===== config.mk =====
export PLATFORM = sky130hd
export DESIGN_NAME = wildcard_glob_match_core_flat
export DESIGN_NICKNAME = d
export VERILOG_FILES = /design/src/rtl/wgm_pkg.sv /design/src/rtl/wgm_ifs.sv /design/src/rtl/wildcard_glob_match_core.sv /design/src/flat_wrapper.sv
export SDC_FILE = /design/constraint.sdc
export NUM_CORES = 1
export LEC_CHECK = 0
export BUFFER_PORTS_ARGS = -buffer_cell sky130_fd_sc_hd__buf_2
export CAP_MARGIN = 20
export CORE_MARGIN = 2
export CORE_UTILIZATION = 28
export CTS_BUF_LIST = sky130_fd_sc_hd__clkbuf_8
export CTS_CLUSTER_DIAMETER = 100
export CTS_CLUSTER_SIZE = 8
export DETAILED_ROUTE_END_ITERATION = 8
export RECOVER_POWER = 25
export SYNTH_ARGS = -nofsm -noshare
export SYNTH_HDL_FRONTEND = slang
export SYNTH_SLANG_ARGS = --single-unit
export TNS_END_PERCENT = 5

===== constraint.sdc =====
create_clock -name clk_i -period 7.2 [get_ports clk_i]
set_input_delay 0.72 -clock clk_i [delete_from_list [all_inputs] [get_ports clk_i]]
set_output_delay 0.72 -clock clk_i [all_outputs]
set_load 0.01 [all_outputs]

===== src/rtl/wgm_pkg.sv =====
`default_nettype none
// ----------------------------------------------------------------------------
// wgm_pkg: wildcard glob match shared definitions
// Widths, item types, register indexes and the helpers for the matcher.
// ----------------------------------------------------------------------------
package wgm_pkg;

  localparam int PATTERN_MAX = 16;
  localparam int REG_SLOTS   = 16;
  // Usable pattern positions: the smaller of register slots and PATTERN_MAX
  localparam int EFF_MAX     = (PATTERN_MAX < REG_SLOTS) ? PATTERN_MAX : REG_SLOTS;
  localparam int POS_N       = EFF_MAX + 1;
  localparam int POS_IDX_W   = $clog2(POS_N);
  localparam int LEN_W       = 5;
  localparam int CHAR_W      = 8;
  localparam int CFG_W       = 64;
  localparam int CFG_IDX_W   = 2;

  localparam logic [CHAR_W-1:0] CH_STAR  = 8'h2A;
  localparam logic [CHAR_W-1:0] CH_QMARK = 8'h3F;
  localparam logic [CHAR_W-1:0] CH_LOW_A = 8'h61;
  localparam logic [CHAR_W-1:0] CH_LOW_Z = 8'h7A;
  localparam logic [CHAR_W-1:0] CASE_GAP = 8'h20;

  typedef enum logic [CFG_IDX_W-1:0] {
    CFG_CHARS_LOW  = 2'd0,
    CFG_CHARS_HIGH = 2'd1,
    CFG_LENGTH     = 2'd2
  } cfg_idx_e;

  typedef logic [POS_N-1:0]   pos_t;
  typedef logic [EFF_MAX-1:0] star_t;

  typedef struct packed {
    logic [CHAR_W-1:0] text_char;
    logic              no_char;
    logic              end_of_text;
  } text_item_t;

  typedef struct packed {
    logic matched;
  } result_item_t;

  function automatic logic [CHAR_W-1:0] upcase(logic [CHAR_W-1:0] c);
    return (c >= CH_LOW_A && c <= CH_LOW_Z) ? c - CASE_GAP : c;
  endfunction

  // Extend each active position forward through any run of star characters
  function automatic pos_t star_closure(pos_t v, star_t se);
    pos_t r;
    logic t;
    r = '0;
    for (int q = 0; q < POS_N; q++) begin
      for (int p = 0; p <= q; p++) begin
        t = v[p];
        for (int k = p; k < q; k++) begin
          t = t & se[k];
        end
        r[q] = r[q] | t;
      end
    end
    return r;
  endfunction

endpackage
`default_nettype wire


===== src/rtl/wgm_ifs.sv =====
`default_nettype none
// ----------------------------------------------------------------------------
// wgm_ifs: wildcard glob match stream channels
// Valid/ready channels for text items and result items.
// ----------------------------------------------------------------------------
interface wgm_text_if;
  logic                  valid;
  logic                  ready;
  wgm_pkg::text_item_t   data;

  modport source (output valid, output data, input ready);
  modport sink   (input valid, input data, output ready);
endinterface

interface wgm_result_if;
  logic                  valid;
  logic                  ready;
  wgm_pkg::result_item_t data;

  modport source (output valid, output data, input ready);
  modport sink   (input valid, input data, output ready);
endinterface
`default_nettype wire


===== src/rtl/wildcard_glob_match_core.sv =====
`default_nettype none
// ----------------------------------------------------------------------------
// wildcard_glob_match_core: streamed case-insensitive glob matcher
// Tracks the set of reachable pattern positions, one text byte per item.
// ----------------------------------------------------------------------------
// The block takes one text item per clock cycle, sustained while no end item
// waits behind an untaken result. Each item is captured in an input
// register, and from there one shallow update of the active-position vector
// (per-position compare, then star extension) writes the new vector back;
// that feedback loop through the active-position register sets the rate. An
// end item writes its matched result into the output register at the same
// edge at which it leaves the input register. The result register decouples
// the output side: input items keep flowing while a result waits, and only
// an end item stalls behind an untaken result. Configuration writes restart
// the string in progress and are meant to be issued while the block is idle.
// ----------------------------------------------------------------------------
module wildcard_glob_match_core (
  input  wire logic                                clk_i,
  input  wire logic                                rst_ni,
  input  wire logic                                cfg_we_i,
  input  wire logic [wgm_pkg::CFG_IDX_W-1:0]       cfg_idx_i,
  input  wire logic [wgm_pkg::CFG_W-1:0]           cfg_data_i,
  wgm_text_if.sink                                 in_i,
  wgm_result_if.source                             out_o
);

  // Configuration
  logic [wgm_pkg::CFG_W-1:0] chars_low_q, chars_high_q;
  logic [wgm_pkg::LEN_W-1:0] len_q;

  // Input stage
  logic                 in_valid_q;
  wgm_pkg::text_item_t  in_item_q;

  // Match state: fresh_q means the active set is the restart set
  wgm_pkg::pos_t active_q, active_d;
  logic          fresh_q, fresh_d;

  // Result stage
  logic out_valid_q;
  logic out_matched_q, out_matched_d;

  logic [2*wgm_pkg::CFG_W-1:0] chars;
  logic [wgm_pkg::CHAR_W-1:0]  pat [wgm_pkg::EFF_MAX];
  logic [wgm_pkg::LEN_W-1:0]   eff_len;
  logic [wgm_pkg::POS_IDX_W-1:0] eff_idx;
  wgm_pkg::star_t              star_en;
  wgm_pkg::pos_t               restart_vec, cur, step, nxt;
  logic                        cfg_restart;
  logic                        out_free, advance, in_ready;

  assign chars   = {chars_high_q, chars_low_q};
  assign eff_len = (len_q > wgm_pkg::LEN_W'(wgm_pkg::EFF_MAX))
                   ? wgm_pkg::LEN_W'(wgm_pkg::EFF_MAX) : len_q;
  assign eff_idx = eff_len[wgm_pkg::POS_IDX_W-1:0];

  always_comb begin
    for (int i = 0; i < wgm_pkg::EFF_MAX; i++) begin
      pat[i]     = chars[8*i +: 8];
      star_en[i] = (wgm_pkg::LEN_W'(i) < eff_len) && (pat[i] == wgm_pkg::CH_STAR);
    end
  end

  assign restart_vec = wgm_pkg::star_closure(wgm_pkg::pos_t'(1), star_en);
  assign cur         = fresh_q ? restart_vec : active_q;

  // One text character: star holds its position, others advance on a match
  always_comb begin
    step = '0;
    for (int p = 0; p < wgm_pkg::EFF_MAX; p++) begin
      if (cur[p] && (wgm_pkg::LEN_W'(p) < eff_len)) begin
        if (pat[p] == wgm_pkg::CH_STAR) begin
          step[p] = 1'b1;
        end else if (pat[p] == wgm_pkg::CH_QMARK ||
                     wgm_pkg::upcase(pat[p]) == wgm_pkg::upcase(in_item_q.text_char)) begin
          step[p+1] = 1'b1;
        end
      end
    end
  end

  assign nxt = in_item_q.no_char ? cur : wgm_pkg::star_closure(step, star_en);

  // Handshake: an end item waits only for a free result register
  assign out_free = !out_valid_q || out_o.ready;
  assign advance  = in_valid_q && (!in_item_q.end_of_text || out_free);
  assign in_ready = !in_valid_q || advance;

  assign in_i.ready         = in_ready;
  assign out_o.valid        = out_valid_q;
  assign out_o.data.matched = out_matched_q;

  always_comb begin
    cfg_restart = 1'b0;
    if (cfg_we_i) begin
      case (cfg_idx_i)
        wgm_pkg::CFG_CHARS_LOW:  cfg_restart = 1'b1;
        wgm_pkg::CFG_CHARS_HIGH: cfg_restart = 1'b1;
        wgm_pkg::CFG_LENGTH:     cfg_restart = 1'b1;
        default:                 cfg_restart = 1'b0;
      endcase
    end
  end

  always_comb begin
    active_d      = active_q;
    fresh_d       = fresh_q;
    out_matched_d = out_matched_q;
    if (advance) begin
      if (in_item_q.end_of_text) begin
        fresh_d       = 1'b1;
        out_matched_d = nxt[eff_idx];
      end else begin
        active_d = nxt;
        fresh_d  = 1'b0;
      end
    end
    if (cfg_restart) begin
      fresh_d = 1'b1;
    end
  end

  always_ff @(posedge clk_i or negedge rst_ni) begin
    if (!rst_ni) begin
      chars_low_q  <= '0;
      chars_high_q <= '0;
      len_q        <= '0;
    end else if (cfg_we_i) begin
      case (cfg_idx_i)
        wgm_pkg::CFG_CHARS_LOW:  chars_low_q  <= cfg_data_i;
        wgm_pkg::CFG_CHARS_HIGH: chars_high_q <= cfg_data_i;
        wgm_pkg::CFG_LENGTH:     len_q        <= cfg_data_i[wgm_pkg::LEN_W-1:0];
        default: ;
      endcase
    end
  end

  always_ff @(posedge clk_i or negedge rst_ni) begin
    if (!rst_ni) begin
      in_valid_q  <= 1'b0;
      fresh_q     <= 1'b1;
      out_valid_q <= 1'b0;
    end else begin
      if (in_ready) begin
        in_valid_q <= in_i.valid;
      end
      fresh_q <= fresh_d;
      if (advance && in_item_q.end_of_text) begin
        out_valid_q <= 1'b1;
      end else if (out_o.ready) begin
        out_valid_q <= 1'b0;
      end
    end
  end

  always_ff @(posedge clk_i) begin
    if (in_ready && in_i.valid) begin
      in_item_q <= in_i.data;
    end
    active_q      <= active_d;
    out_matched_q <= out_matched_d;
  end

  // Assertions
  a_rise_from_end: assert property (@(posedge clk_i) disable iff (!rst_ni)
    $rose(out_valid_q) |-> $past(advance && in_item_q.end_of_text))
    else $error("result appeared without an end item");

  a_end_needs_room: assert property (@(posedge clk_i) disable iff (!rst_ni)
    (advance && in_item_q.end_of_text) |-> out_free)
    else $error("end item advanced over an untaken result");

  a_end_restarts: assert property (@(posedge clk_i) disable iff (!rst_ni)
    (advance && in_item_q.end_of_text) |=> fresh_q)
    else $error("active set not restarted after end item");

  a_cfg_restarts: assert property (@(posedge clk_i) disable iff (!rst_ni)
    cfg_restart |=> fresh_q)
    else $error("active set not restarted after register write");

  a_stall_only_full: assert property (@(posedge clk_i) disable iff (!rst_ni)
    !in_ready |-> (in_valid_q && in_item_q.end_of_text && out_valid_q))
    else $error("input stalled without a pending result");

endmodule
`default_nettype wire


===== src/flat_wrapper.sv =====
// flat-port wrapper written by rule: the top's interface ports become plain ports
module wildcard_glob_match_core_flat 
  (clk_i, rst_ni, cfg_we_i, cfg_idx_i, cfg_data_i, in_i_valid, in_i_data, in_i_ready, out_o_valid, out_o_data, out_o_ready);
  wgm_text_if in_i_i ();
  wgm_result_if out_o_i ();
  input  wire logic clk_i;
  input  wire logic rst_ni;
  input  wire logic cfg_we_i;
  input  wire logic [wgm_pkg::CFG_IDX_W-1:0] cfg_idx_i;
  input  wire logic [wgm_pkg::CFG_W-1:0] cfg_data_i;
  input wire logic [$bits(in_i_i.valid)-1:0] in_i_valid;
  input wire logic [$bits(in_i_i.data)-1:0] in_i_data;
  output wire logic [$bits(in_i_i.ready)-1:0] in_i_ready;
  output wire logic [$bits(out_o_i.valid)-1:0] out_o_valid;
  output wire logic [$bits(out_o_i.data)-1:0] out_o_data;
  input wire logic [$bits(out_o_i.ready)-1:0] out_o_ready;
  assign in_i_i.valid = in_i_valid;
  assign in_i_i.data = in_i_data;
  assign in_i_ready = in_i_i.ready;
  assign out_o_valid = out_o_i.valid;
  assign out_o_data = out_o_i.data;
  assign out_o_i.ready = out_o_ready;
  wildcard_glob_match_core u_core (.clk_i(clk_i), .rst_ni(rst_ni), .cfg_we_i(cfg_we_i), .cfg_idx_i(cfg_idx_i), .cfg_data_i(cfg_data_i), .in_i(in_i_i), .out_o(out_o_i));
endmodule

-- Yosys cells after proc, flatten, opt, wreduce, memory -nomap -nowiden
Cells that the tools add are included.
- flip-flop bits (word level): 164
- logic and storage cells: 594
- output and inout bits: 3
- bitwise operators: 288
- reduce and logical (&&, ||, !) cells: 83
- $lt $le $gt $ge: 52
- equality and inequality tests: 50
- add/subtract/negate cells: 17
- mux-type cells: 93
- operators by type and width (operator ; count):
    equality test 8 x 6 -> 1 bit (second input constant) ; 32
    bitwise AND 1 bit ; 151
    greater-or-equal comparator 8 x 7 -> 1 bit (second input constant) ; 17
    <= comparator 8 x 7 -> 1 bit (second input constant) ; 17
    two-way mux 8 bit ; 17
    bitwise OR 1 bit ; 136
    subtractor 8 x 6 -> 8 bit (second input constant) ; 17
    equality test 8 bit ; 16
    two-way mux 1 bit ; 56
    logical AND 1 bit ; 52
    less-than comparator 4 x 5 -> 1 bit (first input constant) ; 8
    two-way mux 17 bit ; 2
    two-way mux 2 bit ; 16
    less-than comparator 3 x 5 -> 1 bit (first input constant) ; 4
    logical OR 1 bit ; 19
    less-than comparator 1 x 5 -> 1 bit (first input constant) ; 2
    less-than comparator 2 x 5 -> 1 bit (first input constant) ; 2
    AND reduction 2 bit ; 5
    less-than comparator 5 x 6 -> 1 bit (second input constant) ; 1
    binary-select mux 1 bit (select 5 bit) ; 1
    > comparator 5 bit (second input constant) ; 1
    two-way mux 5 bit ; 1
    nonzero test 2 bit ; 2
    logical NOT 1 bit ; 3
    5 further kinds ; 5

-- Longest topological paths before layout
Gate-level depths: netlist of run 1.
- depth in word-level cells: 58
- depth in mapped cells: 16

-- Worst setup path before layout of run 1
No wires, ideal clock.
- path kind: register to register
- start point: register u_core.in_item_q[8] (netlist name)
- end point: register u_core.out_matched_q (netlist: u_core.out_o.data) (data pin)
- setup slack: 3.652 ns
- buffers on the path: 0
- setup time: 0.140 ns
- arrival: 3.408 ns
- stages on the path, launching flop included: 16
- cell sequence: edfxtp_1 -> inv_1 -> ha_1 -> nor2b_1 -> a21oi_1 -> o221ai_1 -> a2111oi_2 -> nand3_1 -> o221ai_1 -> nand2_1 -> or3b_4 -> a21oi_2 -> mux2i_1 -> nand2_1 -> a311o_1 -> nand4bb_1
- elaborated cells on any way between the ends: 359
- RTL lines (item ; RTL line ; text):
    start: declaration ; wildcard_glob_match_core.sv:33 ; wgm_pkg::text_item_t in_item_q;
    start signal: assignment ; wildcard_glob_match_core.sv:158 ; in_item_q <= in_i.data;
    greater-or-equal comparator 8 x 7 -> 1 bit / <= comparator 8 x 7 -> 1 bit (equally long branches) ; wgm_pkg.sv:45 ; return (c >= CH_LOW_A && c <= CH_LOW_Z) ? c - CASE_GAP : c;
    logical AND 1 bit ; wgm_pkg.sv:45 ;
    two-way mux 8 bit (*) ; wgm_pkg.sv:45 ;
    equality test 8 bit ; wildcard_glob_match_core.sv:75 ; wgm_pkg::upcase(pat[p]) == wgm_pkg::upcase(in_item_q.text_char)) begin
    logical OR 1 bit ; wildcard_glob_match_core.sv:74 ; end else if (pat[p] == wgm_pkg::CH_QMARK ||
    two-way mux 1 bit ; wildcard_glob_match_core.sv:74 ;
    two-way mux 1 bit ; wildcard_glob_match_core.sv:72 ; if (pat[p] == wgm_pkg::CH_STAR) begin
    two-way mux 2 bit ; wildcard_glob_match_core.sv:71 ; if (cur[p] && (wgm_pkg::LEN_W'(p) < eff_len)) begin
    two-way mux 1 bit ; wildcard_glob_match_core.sv:72 ;
    two-way mux 2 bit ; wildcard_glob_match_core.sv:71 ;
    bitwise AND 1 bit (8 in a row) ; wgm_pkg.sv:57 ; t = t & se[k];
    bitwise OR 1 bit (8 in a row) ; wgm_pkg.sv:59 ; r[q] = r[q] | t;
    bitwise OR 1 bit (*) ; wgm_pkg.sv:59 ;
    two-way mux 17 bit (*) ; wildcard_glob_match_core.sv:82 ; assign nxt = in_item_q.no_char ? cur : wgm_pkg::star_closure(step, star_en);
    via u_core.nxt[9] ; wildcard_glob_match_core.sv:48 ; wgm_pkg::pos_t restart_vec, cur, step, nxt;
    binary-select mux 1 bit (select 5 bit) (*) ; wildcard_glob_match_core.sv:112 ; out_matched_d = nxt[eff_idx];
    two-way mux 1 bit (not written as such) (*) ; wildcard_glob_match_core.sv:112 ;
    end signal: assignment ; wildcard_glob_match_core.sv:161 ; out_matched_q <= out_matched_d;
    end: declaration ; wildcard_glob_match_core.sv:41 ; logic out_matched_q, out_matched_d;
Mark *: on every way through the listed nets, which the timed path passes. The rest lies on a longest branch. The select of a mux whose other input is x is not followed.
A chain may end at the register's enable or synchronous reset.

-- Worst setup path in the final report of run 1
- start point: register u_core.in_item_q[8] (netlist name)
- end point: register u_core.out_matched_q (netlist: u_core.out_o.data) (data pin)
- word-level cells in the longest chain between the ends: 44
- elaborated cells on any way between the ends: 359
- RTL lines (item ; RTL line):
    greater-or-equal comparator 8 x 7 -> 1 bit / <= comparator 8 x 7 -> 1 bit (equally long branches) ; wgm_pkg.sv:45
    logical AND 1 bit ; wgm_pkg.sv:45
    two-way mux 8 bit (*) ; wgm_pkg.sv:45
    equality test 8 bit ; wildcard_glob_match_core.sv:75
    logical OR 1 bit ; wildcard_glob_match_core.sv:74
    two-way mux 1 bit ; wildcard_glob_match_core.sv:74
    two-way mux 1 bit ; wildcard_glob_match_core.sv:72
    two-way mux 2 bit ; wildcard_glob_match_core.sv:71
    two-way mux 1 bit ; wildcard_glob_match_core.sv:72
    two-way mux 2 bit ; wildcard_glob_match_core.sv:71
    bitwise AND 1 bit (15 in a row) ; wgm_pkg.sv:57
    bitwise OR 1 bit (16 in a row) ; wgm_pkg.sv:59
    two-way mux 17 bit (*) ; wildcard_glob_match_core.sv:82
    binary-select mux 1 bit (select 5 bit) (*) ; wildcard_glob_match_core.sv:112
    two-way mux 1 bit (not written as such) (*) ; wildcard_glob_match_core.sv:112
Mark *: on every way between the ends. The rest lies on a longest branch, timed or not. The select of a mux whose other input is x is not followed.

==> results.md, run 1 <==
- In this run the static leakage power is 4.953 nW.
- OpenSTA, run right after detailed placement, puts the worst setup slack at 2.295 ns.
- The number of antenna violations at the first check in global routing is 2.
- The routed wire length is 41410 um.
- After floorplanning, the core was divided into 75 placement rows.
- Gates resized during post-CTS repair numbered 0.
- The post-route netlist has 22.00% of its cells at a drive strength greater than 1.
- Setup repair after global routing left no endpoint under its margin.
- The cell sitting at the root of the clock tree is a sky130_fd_sc_hd__clkbuf_8.
- The clock latency of the later-clocked register in the worst-skew pair is 0.50 ns.
- The worst setup path is captured at a register.
- The number of stages on the worst hold path is 1.
- The H-tree depth is 4.
- Once layout is done, the placed cells without fillers occupy 0.01327 sq mm.
- The net count after synthesis is 1369.
- Averaged over all synthesized cells, the footprint is 9.464 sq um.
- The count of distinct cell types in the synthesized netlist is 104.
- The total cell area at the placement stage is 0.01287 sq mm.
- STA puts the critical path data arrival time at 5.30 ns.
- After the flow finishes, the layout carries non-filler instances totaling 1872.
- Hold is met by 0.3927 ns.
- The total number of clock tree sinks is 164.
- In the synthesized netlist the async set-or-reset flop fraction comes to 82.93%.
- The post-detailed-placement half-perimeter wirelength is 31090 um.
- After clock tree synthesis, the clock-pin slew on the worst setup and hold paths is 0.10 ns.
- The routed wire length per instance is 22.12 um.
- The worst reg-to-reg path cell count is 15.
- The setup fix buffers added after clock tree synthesis is 0.
- The post-layout total power is 2.968 mW.
- The number of endpoints failing setup at the final stage is 0.
- The horizontal extent of the die is 211.3 um.
- The register bit total from synthesis is 164.
- The final period demand of the worst path is 5.049 ns.
- The tool flagged a number of max-cap violations equal to 1.
- The fill cell instance count of the final layout is 4397.
- After synthesis the cells add up to 0.01203 sq mm.
- The first detailed-routing pass took 5 iterations.
- The warning count from the yosys run is 0.
- The initial utilization of the core area, before any placement, comes to 28.55%.
- The pin slew with the least headroom to its limit is 3.492 ns.
- The flow ran to the end, but the final reports show violations.
- The detailed router's first-iteration violation count is 914.
- In this run the tool buffered the top-level ports with 83 buffer cells.
- The average via count per standard cell is 5.657.
- The count of pins on the block boundary is 84.
- The final worst-path cycle share is 70.13%.
- Measured against its own limit, the worst slew margin works out to -132.8%.
- At the end of routability-driven placement, the weighted congestion stood at 0.9841.
- The library cell used most frequently in the layout, excluding fill and tap cells, is sky130_fd_sc_hd__dfrtp_1.
- Entering global routing, the biggest net connects 83 pins.
- The timing-limited maximum frequency is 198.1 MHz.
- The longest clock path from root to sink contains 2 buffers.
- The overall track demand over capacity in global routing is 18.72%.
- The via count of the first global-routing pass is 10350.
- The library cells used most frequently in the layout, excluding fill and tap cells, are 135 x sky130_fd_sc_hd__dfrtp_1, 116 x sky130_fd_sc_hd__mux2_2, 78 x sky130_fd_sc_hd__nand2_1.
- The final reports fail on max-capacitance violations, max-slew violations.
- The number of routed nets with antenna violations is 0.
- IR analysis of the VDD net gives a maximum drop of 0.00009316 V.
- After the last flow step, the layout net total stands at 1418.
- The cell area power density is 223.7 mW/mm^2.
- For the worst setup path, the data required time is 7.46 ns.
- TritonCTS built the clock tree.
- The path class of the tightest hold or removal check is primary input to register.
- The total overflow left after global routing is 0.
- After detailed placement, the design holds a cell count of 1840.
- The global-route wire length before repair is 63120 um.
- At the end of the flow the core is filled with cells to 31.49%.
- Along the worst path, the maximum fanout reaches 15.
- The number of buffers created by CTS is 17.
- Buffers inserted to repair hold after CTS numbered 0.
- The routed via count is 10590.
- The final number of hold-violating endpoints is 0.
- For this run, design rule violations remaining after detail routing come to 0.
- The worst setup path is of the register to register kind.
- Compared with the post-synthesis result, the final layout area differs by 10.29%.
- The primary flip-flop cell chosen by synthesis mapping is sky130_fd_sc_hd__dfrtp_1.
- The number of enable-type register cells in the synthesized netlist is 28.
- The clock arrives with 0.02430 ns of skew.
- Counting every instance in the synthesized netlist gives 1271.
- STA classifies the critical path startpoint as a register.
- The die covers 0.04464 sq mm.
- After synthesis, flip-flops and latches occupy 35.29% of the total area.
- The final-layout setup total negative slack is 0 ns.
- The least setup slack across all paths after layout is 2.151 ns.
- The count of pins over their slew limit is 64.
- The core outline area is 0.04213 sq mm.
- The y dimension of the die is 211.3 um.
-- sequential cells by signal, indices dropped and copies added (netlist names) --
register / cells
u_core.in_item_q: 10
u_core.out_o.data: 1
u_core.chars_high_q: 64
u_core.fresh_q: 1
u_core.in_valid_q: 1
u_core.len_q: 5
u_core.active_q: 17
u_core.chars_low_q: 64
u_core.out_o.valid: 1
-- worst paths after layout --
| check | start | end | slack (ns) |
|---|---|---|---|
| min in group asynchronous | rst_ni | u_core.chars_low_q[57] | 1.40 |
| setup / recovery | u_core.in_item_q[8] | u_core.out_o.data | 2.15 |
| hold / removal | in_i_data[0] | u_core.in_item_q[0] | 0.39 |
| max in group asynchronous | rst_ni | u_core.chars_low_q[34] | 3.45 |
| hold reg to reg | u_core.chars_high_q[61] | u_core.chars_high_q[61] | 0.53 |
| setup reg to reg | u_core.in_item_q[8] | u_core.out_o.data | 2.15 |
-- critical path: stages (launching register included) --
cell and delay, ns:
sky130_fd_sc_hd__edfxtp_1 0.67, sky130_fd_sc_hd__inv_1 0.19, sky130_fd_sc_hd__ha_1 0.31, sky130_fd_sc_hd__nor2b_1 0.26, sky130_fd_sc_hd__a21o_1 0.25, sky130_fd_sc_hd__nand2_1 0.58
sky130_fd_sc_hd__o2111ai_1 0.44, sky130_fd_sc_hd__o211ai_1 0.16, sky130_fd_sc_hd__a22oi_1 0.33, sky130_fd_sc_hd__o21ai_0 0.22, sky130_fd_sc_hd__a221oi_1 0.43, sky130_fd_sc_hd__nand4b_1 0.15
sky130_fd_sc_hd__o221a_2 0.29, sky130_fd_sc_hd__nor3_1 0.25, sky130_fd_sc_hd__o2bb2ai_1 0.09, sky130_fd_sc_hd__nand4bb_1 0.18
-- Yosys cell counts, drive strengths merged, types with 39 or more instances --
master / n / area share [%]
nand2: 78 / 2.4
a21oi: 52 / 2.3
xor2: 44 / 3.2
nor2: 74 / 2.4
o21ai: 56 / 2.5
xnor2: 69 / 5.0
dfrtp: 135 / 28
inv: 49 / 1.5
clkbuf: 39 / 1.4
nand3: 54 / 2.2
mux2: 116 / 11
nor3: 48 / 2.1
-- layer usage --
metal	routed length, um	track usage (%)
met1	18570	25.11
met2	18500	28.98
met3	2850	4.431
met4	1485	7.504
met5	0	0
-- report_power, final --
part           internal (mW)  total [mW]  switching [mW]
registers               1.09        1.36           0.268
logic                  0.396       0.866           0.470
clock network          0.361       0.740           0.379
-- layout make-up --
| cell class | count | area, sq um | area share [%] |
|---|---|---|---|
| multi-input cells | 989 | 7224 | 54.46 |
| flip-flops and latches | 164 | 4245 | 32.00 |
| well taps | 539 | 674.4 | 5.083 |
| repair buffers | 98 | 515.5 | 3.886 |
| clock buffers | 19 | 261.5 | 1.971 |
| inverters | 50 | 187.7 | 1.415 |
| clock inverters | 12 | 155.1 | 1.169 |
| diodes | 1 | 2.502 | 0.01886 |
-- cells by family (layout without fill, tap and decap cells) --
kind of cell	Yosys count	count (layout)	synth area share (%)
AO/OA/AOI/OAI	302	302	18.18
XOR/XNOR	113	113	8.228
adder cells (fa/ha/maj)	17	17	1.768
buffers and inverters	118	179	4.691
flip-flops	164	164	35.29
multiplexers	121	121	11.28
other	0	1	0
AND/OR/NAND/NOR	436	436	20.56
(Power assumes the default switching activity.)
==> inputs of run 2 (changes only) <==
==> constraint.sdc (replaced) <==
create_clock -name clk_i -period 4.95 [get_ports clk_i]
set_input_delay 0.495 -clock clk_i [delete_from_list [all_inputs] [get_ports clk_i]]
set_output_delay 0.495 -clock clk_i [all_outputs]
set_load 0.01 [all_outputs]
==> results.md, run 2 (same netlist as run 1, synthesis figures left out) <==
- The normalized max-slew margin was -157.9% (was -132.8%).
- The critical path data required time is 5.20 ns (was 7.46 ns).
- Unrepaired setup endpoints after global routing: false (unchanged).
- The start-to-end type of the worst setup path was register to register (unchanged).
- The number of routed nets with antenna violations is 0 (unchanged).
- The average via count per standard cell came to 5.657 (about the same).
- The number of buffers created by CTS is 17 (unchanged).
- Largest registers: u_core.chars_high_q x64, u_core.chars_low_q x64, u_core.active_q x17 (unchanged).
- The CTS tree is done (unchanged).
- The y dimension of the die is 211.3 um (unchanged).
- The data arrival time of the worst path was 4.85 ns (was 5.30 ns).
- The setup fix buffers added after clock tree synthesis is 0 (unchanged).
- The cell family with the largest share of critical-path delay is compound AO/OA/AOI/OAI gates (unchanged).
- The row count is 75 (unchanged).
- In this design, the critical path's most frequently occurring cell is sky130_fd_sc_hd__o21a_1.
- The start of the worst register-to-register path is u_core.in_item_q[5] (was u_core.in_item_q[8]).
- The fraction of layout instances using a drive strength above 1 is 23.13% (was 22.00%).
- The final worst-path cycle share is 92.91% (was 70.13%).
- The final-stage net count is 1438 (was 1418).
- The delay contributed by the slowest stage of the critical path is 0.57 ns (was 0.67 ns).
- The clock-pin transition on the worst setup and hold timing paths was 0.10 ns (about the same).
- Crit path cell chain: nor3_1, a22o_1, o21a_1, xnor2_1, o41a_1, o221ai_1, nand2_1, or3b_4, o21a_1, nor4b_1, a2111oi_0, a22oi_1, nand4bb_1 (was inv_1, ha_1, nor2b_1, a21o_1, nand2_1, o2111ai_1, o211ai_1, a22oi_1, o21ai_0, a221oi_1, nand4b_1, o221a_2, nor3_1, o2bb2ai_1, nand4bb_1).
- The routed via count is 10720 (was 10590).
- The cell at the root of the clock tree is sky130_fd_sc_hd__clkbuf_8 (unchanged).
- The core outline area is 0.04213 sq mm (unchanged).
- Run status: finished, violations left (unchanged).
- The H-tree depth is 4 (unchanged).
- The via count of the first global-routing pass came to 10410 (was 10350).
- The count of buffering cells on the critical path with inverters included was 0 (was 1).
- The timing-limited maximum frequency is 217.4 MHz (was 198.1 MHz).
- The horizontal extent of the die is 211.3 um (unchanged).
- The detailed router's first-iteration violation count came to 1066 (was 914).
- The timing startpoint of the critical path is u_core.in_item_q[5] (was u_core.in_item_q[8]).
- The number of optimization iterations in the first detailed-route pass is 7 (was 5).
- The fill cell instance count of the final layout is 4386 (was 4397).
- The largest net degree at the start of global routing is 84 (was 83).
- The final global-route overflow total is 0 (unchanged).
- The slowest stage cell on the critical path is sky130_fd_sc_hd__edfxtp_1 (unchanged).
- The pin slew with the least headroom to its limit is 3.869 ns (was 3.492 ns).
- The count of pins over their slew limit is 84 (was 64).
- Most frequent cells in the layout: 135 x sky130_fd_sc_hd__dfrtp_1, 116 x sky130_fd_sc_hd__mux2_2, 78 x sky130_fd_sc_hd__nand2_1 (unchanged).
- The number of max-cap violations came to 1 (unchanged).
- The routed wire length is 41270 um (was 41410 um).
- The layout overhead on the synthesized area is 11.04% (was 10.29%).
- Violations in the final reports: max-capacitance violations, max-slew violations (unchanged).
- The largest driver fanout on the critical path was 12 (was 15).
- The setup clock skew after layout was 0.02341 ns (was 0.02430 ns).
- The routed wire length per instance is 21.79 um (was 22.12 um).
- The endpoint type of the worst setup path is a register (unchanged).
- The cell area power density was 311.8 mW/mm^2 (was 223.7 mW/mm^2).
- The number of remaining DRC errors is 0 (unchanged).
- The worst hold path class is primary input to register (unchanged).
- The overall track demand over capacity in global routing is 18.79% (was 18.72%).
- The final standard cell area without fillers is 0.01336 sq mm (was 0.01327 sq mm).
- The final period demand of the worst path is 4.599 ns (was 5.049 ns).
- The clock tree buffer depth is 2 (unchanged).
- The global-route wire length before repair came to 63550 um (was 63120 um).
- The total of hold buffers inserted after clock tree synthesis is 0 (unchanged).
- The die area is 0.04464 sq mm (unchanged).
- The number of antenna violations at the first check in global routing is 3 (was 2).
- The startpoint type of the worst setup path is a register (unchanged).
- The highest ir drop seen on vdd is 0.0001501 V (was 0.00009316 V).
- The count of input and output buffers is 83 (unchanged).
- The placer congestion estimate was 0.9853 (was 0.9841).
- The clock latency of the later-clocked register in the worst-skew pair was 0.52 ns (was 0.50 ns).
- The reported leakage power is 5.022 nW (was 4.953 nW).
- The hold path startpoint was in_i_data[0] (unchanged).
- The total cell area at the placement stage is 0.01302 sq mm (was 0.01287 sq mm).
- The final-layout setup total negative slack is 0 ns (unchanged).
- The number of endpoints failing setup at the final stage came to 0 (unchanged).
- The total number of clock tree sinks is 164 (unchanged).
- The most common library cell in the layout ignoring fill and taps is sky130_fd_sc_hd__dfrtp_1 (unchanged).
- The initial standard-cell utilization of the core is 28.55% (unchanged).
- The count of pins on the block boundary came to 84 (unchanged).
- The post-detailed-placement half-perimeter wirelength was 31700 um (was 31090 um).
- The final number of hold-violating endpoints is 0 (unchanged).
[run 2: cell types whose count changed in the layout (fill, tap and decap cells not counted), sizes merged]
cell | previous run | this run
buf | 90 | 109
clkinv | 4 | 8
bufinv | 3 | 0
clkbuf | 27 | 25
inv | 53 | 55
clkdlybuf4s25 | 0 | 1
diode | 1 | 2
[run 2: power breakdown]
part	switching, mW	total (mW)	internal, mW
combinational	0.673	1.27	0.593
sequential	0.386	1.98	1.59
clock	0.572	0.921	0.348
[run 2: per-stage QoR]
step | hold slack [ns] | setup slack (ns) | util (%) | power [mW] | instances
finish | 0.1596 | 0.3511 | 31.70 | 4.165 | 1894
global route | 0.1350 | 0.1522 | 31.69 | 4.417 | 1892
CTS | 0.02296 | 0.2522 | 31.71 | 4.176 | 1892
floorplan | 0.1994 | 1.402 | - | 2.837 | 1271
detailed placement | 0.5123 | 0.3148 | 30.89 | 3.250 | 1860
global placement | 0.4946 | 0.5204 | 30.89 | 3.213 | 1860
[run 2: final timing paths]
check,to,slack [ns],cells past startpoint
worst max-delay path,u_core.out_o.data,0.35,13
max in group asynchronous,u_core.chars_high_q[6],1.19,2
min in group asynchronous,u_core.chars_low_q[61],1.53,1
worst min register to register,u_core.chars_high_q[61],0.53,1
worst min-delay path,u_core.in_item_q[0],0.16,1
worst max register to register,u_core.out_o.data,0.35,13
[run 2: area by class of cell]
cell class                      instances  area (sq um)  area share (%)
Clock inverter                         15         108.9          0.8150
Clock buffer                           17         234.0           1.752
Sequential cell                       164          4245           31.78
Inverter                               50         187.7           1.405
Timing Repair Buffer                  118         673.1           5.040
Tap cell                              539         674.4           5.049
Antenna cell                            2         5.005         0.03747
Multi-Input combinational cell        989          7228           54.12
[run 2: layer usage]
layer,global-route usage [%],wire length [um],up-vias
met2,30.21,18920,359
met1,24.79,18490,5332
met3,3.806,2425,78
li1,-,-,4944
met4,7.261,1415,2
met5,0,13,-
[run 2: timing repair]
| item | in CTS | in global routing |
|---|---|---|
| gates resized for setup | 0 | 1 |
| hold endpoints to repair | 0 | 0 |
| endpoints found under the setup margin | 0 | 1 |
==> inputs of run 3 (changes only) <==
--- a/config.mk
+++ b/config.mk
@@ -6,13 +6,15 @@
 export NUM_CORES = 1
 export LEC_CHECK = 0
 export BUFFER_PORTS_ARGS = -buffer_cell sky130_fd_sc_hd__buf_2
-export CAP_MARGIN = 20
+export CELL_PAD_IN_SITES_DETAIL_PLACEMENT = 0
+export CELL_PAD_IN_SITES_GLOBAL_PLACEMENT = 1
 export CORE_MARGIN = 2
 export CORE_UTILIZATION = 28
 export CTS_BUF_LIST = sky130_fd_sc_hd__clkbuf_8
 export CTS_CLUSTER_DIAMETER = 100
 export CTS_CLUSTER_SIZE = 8
 export DETAILED_ROUTE_END_ITERATION = 8
+export PLACE_DENSITY_LB_ADDON = 0.1
 export RECOVER_POWER = 25
 export SYNTH_ARGS = -nofsm -noshare
 export SYNTH_HDL_FRONTEND = slang
==> results.md, run 3 (same netlist as run 1, synthesis figures left out) <==
- Run status: finished, violations left (unchanged).
- Violations in the final reports: max-capacitance violations, max-slew violations (unchanged).
- The endpoint type of the worst setup path is a register (unchanged).
- The largest net degree at the start of global routing is 83 (was 84).
- The overall track demand over capacity in global routing is 20.95% (was 18.79%).
- The normalized max-slew margin is -150.4% (was -157.9%).
- The detailed router's first-iteration violation count is 751 (was 1066).
- The total number of clock tree sinks is 164 (unchanged).
- The count of pins over their slew limit was 65 (was 84).
- The count of pins on the block boundary is 84 (unchanged).
- The clock tree buffer depth is 2 (unchanged).
- The final-layout setup total negative slack is 0 ns (unchanged).
- The number of antenna violations at the first check in global routing came to 2 (was 3).
- The row count came to 75 (unchanged).
- The placed cell count came to 1871 (was 1860).
- The horizontal extent of the die is 211.3 um (unchanged).
- The number of routed nets with antenna violations is 0 (unchanged).
- The H-tree depth was 4 (unchanged).
- The final global-route overflow total is 0 (unchanged).
- The final-stage net count is 1450 (was 1438).
- The placer congestion estimate is 0.8951 (was 0.9853).
- Most frequent cells in the layout: 135 x sky130_fd_sc_hd__dfrtp_1, 116 x sky130_fd_sc_hd__mux2_2, 79 x sky130_fd_sc_hd__buf_2 (was 135 x sky130_fd_sc_hd__dfrtp_1, 116 x sky130_fd_sc_hd__mux2_2, 78 x sky130_fd_sc_hd__nand2_1).
- Crit path cell chain: inv_1, ha_1, and2_0, a21o_2, xnor2_1, nand3_1, o221ai_1, nand2_1, or3b_4, a21oi_2, mux2i_1, nand2_1, a311o_1, nand4bb_1 (was nor3_1, a22o_1, o21a_1, xnor2_1, o41a_1, o221ai_1, nand2_1, or3b_4, o21a_1, nor4b_1, a2111oi_0, a22oi_1, nand4bb_1).
- The clock latency of the later-clocked register in the worst-skew pair came to 0.57 ns (was 0.52 ns).
- The number of buffers created by CTS came to 17 (unchanged).
- The cell area power density was 321.7 mW/mm^2 (was 311.8 mW/mm^2).
- The total area of multi-input combinational cells was 0.007227 sq mm (was 0.007228 sq mm).
- The number of cells upsized or downsized after cts is 0 (unchanged).
- Largest registers: u_core.chars_high_q x64, u_core.chars_low_q x64, u_core.active_q x17 (unchanged).
- The routed wire length is 45230 um (was 41270 um).
- The global-route wire length before repair is 68520 um (was 63550 um).
- The timing-limited maximum frequency was 227.5 MHz (was 217.4 MHz).
- The number of max-cap violations is 1 (unchanged).
- The initial standard-cell utilization of the core is 28.55% (unchanged).
- The clock-pin transition on the worst setup and hold timing paths is 0.11 ns (was 0.10 ns).
- The data arrival time of the worst path is 4.82 ns (was 4.85 ns).
- The post-detailed-placement half-perimeter wirelength came to 34810 um (was 31700 um).
- The die area was 0.04464 sq mm (unchanged).
- The fill cell instance count of the final layout is 4445 (was 4386).
- The via count of the first global-routing pass is 10380 (was 10410).
- The number of endpoints failing setup at the final stage is 0 (unchanged).
- The layout overhead on the synthesized area is 12.20% (was 11.04%).
- The pin slew with the least headroom to its limit is 3.756 ns (was 3.869 ns).
- The start-to-end type of the worst setup path is register to register (unchanged).
- The final worst-path cycle share is 88.79% (was 92.91%).
- The slowest stage cell on the critical path is sky130_fd_sc_hd__a21o_2 (was sky130_fd_sc_hd__edfxtp_1).
- The most common library cell in the layout ignoring fill and taps is sky130_fd_sc_hd__dfrtp_1 (unchanged).
- The delay contributed by the slowest stage of the critical path is 0.59 ns (was 0.57 ns).
- The y dimension of the die is 211.3 um (unchanged).
- The largest driver fanout on the critical path was 13 (was 12).
- The reported leakage power is 5.121 nW (was 5.022 nW).
- The critical path data required time was 5.38 ns (was 5.20 ns).
- The setup fix buffers added after clock tree synthesis is 0 (unchanged).
- The average via count per standard cell is 5.529 (was 5.657).
- The cell seen most often among critical-path stages is sky130_fd_sc_hd__nand2_1 (was sky130_fd_sc_hd__o21a_1).
- The number of optimization iterations in the first detailed-route pass was 5 (was 7).
- Unrepaired setup endpoints after global routing: false (unchanged).
- The final number of hold-violating endpoints came to 0 (unchanged).
- The routed wire length per instance is 23.74 um (was 21.79 um).
- The final period demand of the worst path is 4.395 ns (was 4.599 ns).
- The core outline area is 0.04213 sq mm (unchanged).
- The count of input and output buffers is 83 (unchanged).
- The number of remaining DRC errors is 0 (unchanged).
- The worst hold path class was primary input to register (unchanged).
- The CTS tree is done (unchanged).
- The startpoint type of the worst setup path was a register (unchanged).
- The routed via count came to 10530 (was 10720).
- The setup clock skew after layout came to 0.02160 ns (was 0.02341 ns).
- The cell at the root of the clock tree is sky130_fd_sc_hd__clkbuf_8 (unchanged).
- The area used by sequential logic in the layout came to 0.004245 sq mm (unchanged).
- The post-route non-filler standard cell count was 1905 (was 1894).
- The fraction of layout instances using a drive strength above 1 is 23.66% (was 23.13%).
- The highest ir drop seen on vdd was 0.0002028 V (was 0.0001501 V).
## run 3: cell types whose count changed in the layout (fill, tap and decap cells not counted), sizes merged
cell           before  now
dlygate4sd3         0    1
clkbuf             25   22
clkdlybuf4s25       1    0
diode               2    1
clkinv              8    5
buf               109  124
bufinv              0    3
## run 3: critical path, delay by kind of cell, from the launching register on
family,cells,cell delay (ns)
AND/OR/NAND/NOR,6,1.42
AO/OA/AOI/OAI,4,1.47
adder cells (fa/ha/maj),1,0.14
flip-flops,1,0.52
multiplexers,1,0.38
buffers and inverters,1,0.10
XOR/XNOR,1,0.21
## run 3: cell type report
type / instances / area share [%]
antenna: 1 / 0.01854
clock buffer: 17 / 1.734
clock inverter: 15 / 1.122
inverter: 50 / 1.391
multi-input combinational: 989 / 53.55
sequential: 164 / 31.45
tap: 539 / 4.997
timing repair buffer: 130 / 5.738
## run 3: worst paths after layout
| kind | from | to | slack, ns | cells after the start |
|---|---|---|---|---|
| max | u_core.in_item_q[7] | u_core.out_o.data | 0.56 | 14 |
| min | in_i_data[5] | u_core.in_item_q[5] | 0.10 | 1 |
| max reg2reg | u_core.in_item_q[7] | u_core.out_o.data | 0.56 | 14 |
| min reg2reg | u_core.chars_high_q[61] | u_core.chars_high_q[61] | 0.51 | 1 |
| max in group asynchronous | rst_ni | u_core.chars_low_q[39] | 1.03 | 2 |
| min in group asynchronous | rst_ni | u_core.chars_low_q[12] | 1.75 | 2 |
## run 3: report_power, final
| group | switching (mW) | internal (mW) | leakage [nW] |
|---|---|---|---|
| logic | 0.711 | 0.602 | 3.03 |
| registers | 0.383 | 1.59 | 1.89 |
| clock network | 0.570 | 0.484 | 0.207 |
## run 3: through the flow
stage	util [%]	worst slack (ns)	instance area, sq um	power (mW)	hold WS (ns)
floorplan	-	1.402	12030	2.837	0.1994
global placement	31.12	0.5901	13110	3.314	0.4949
detailed placement	31.12	0.5527	13110	3.311	0.5027
CTS	32.06	0.5231	13510	4.411	0.02612
global route	32.03	0.1685	13490	4.642	0.06308
finish	32.03	0.5551	13500	4.342	0.1018
## run 3: repair_timing
item | CTS | global route
hold buffers | 1 | 0
setup endpoints to repair | 0 | 0
hold endpoints to repair | 64 | 0
## run 3: per-layer routing
layer	track usage (%)	up-vias	wire, um
met3	3.672	61	2071
met1	29.97	5219	22100
met2	30.98	277	19480
li1	-	4974	-
met5	0	-	13
met4	8.694	2	1559
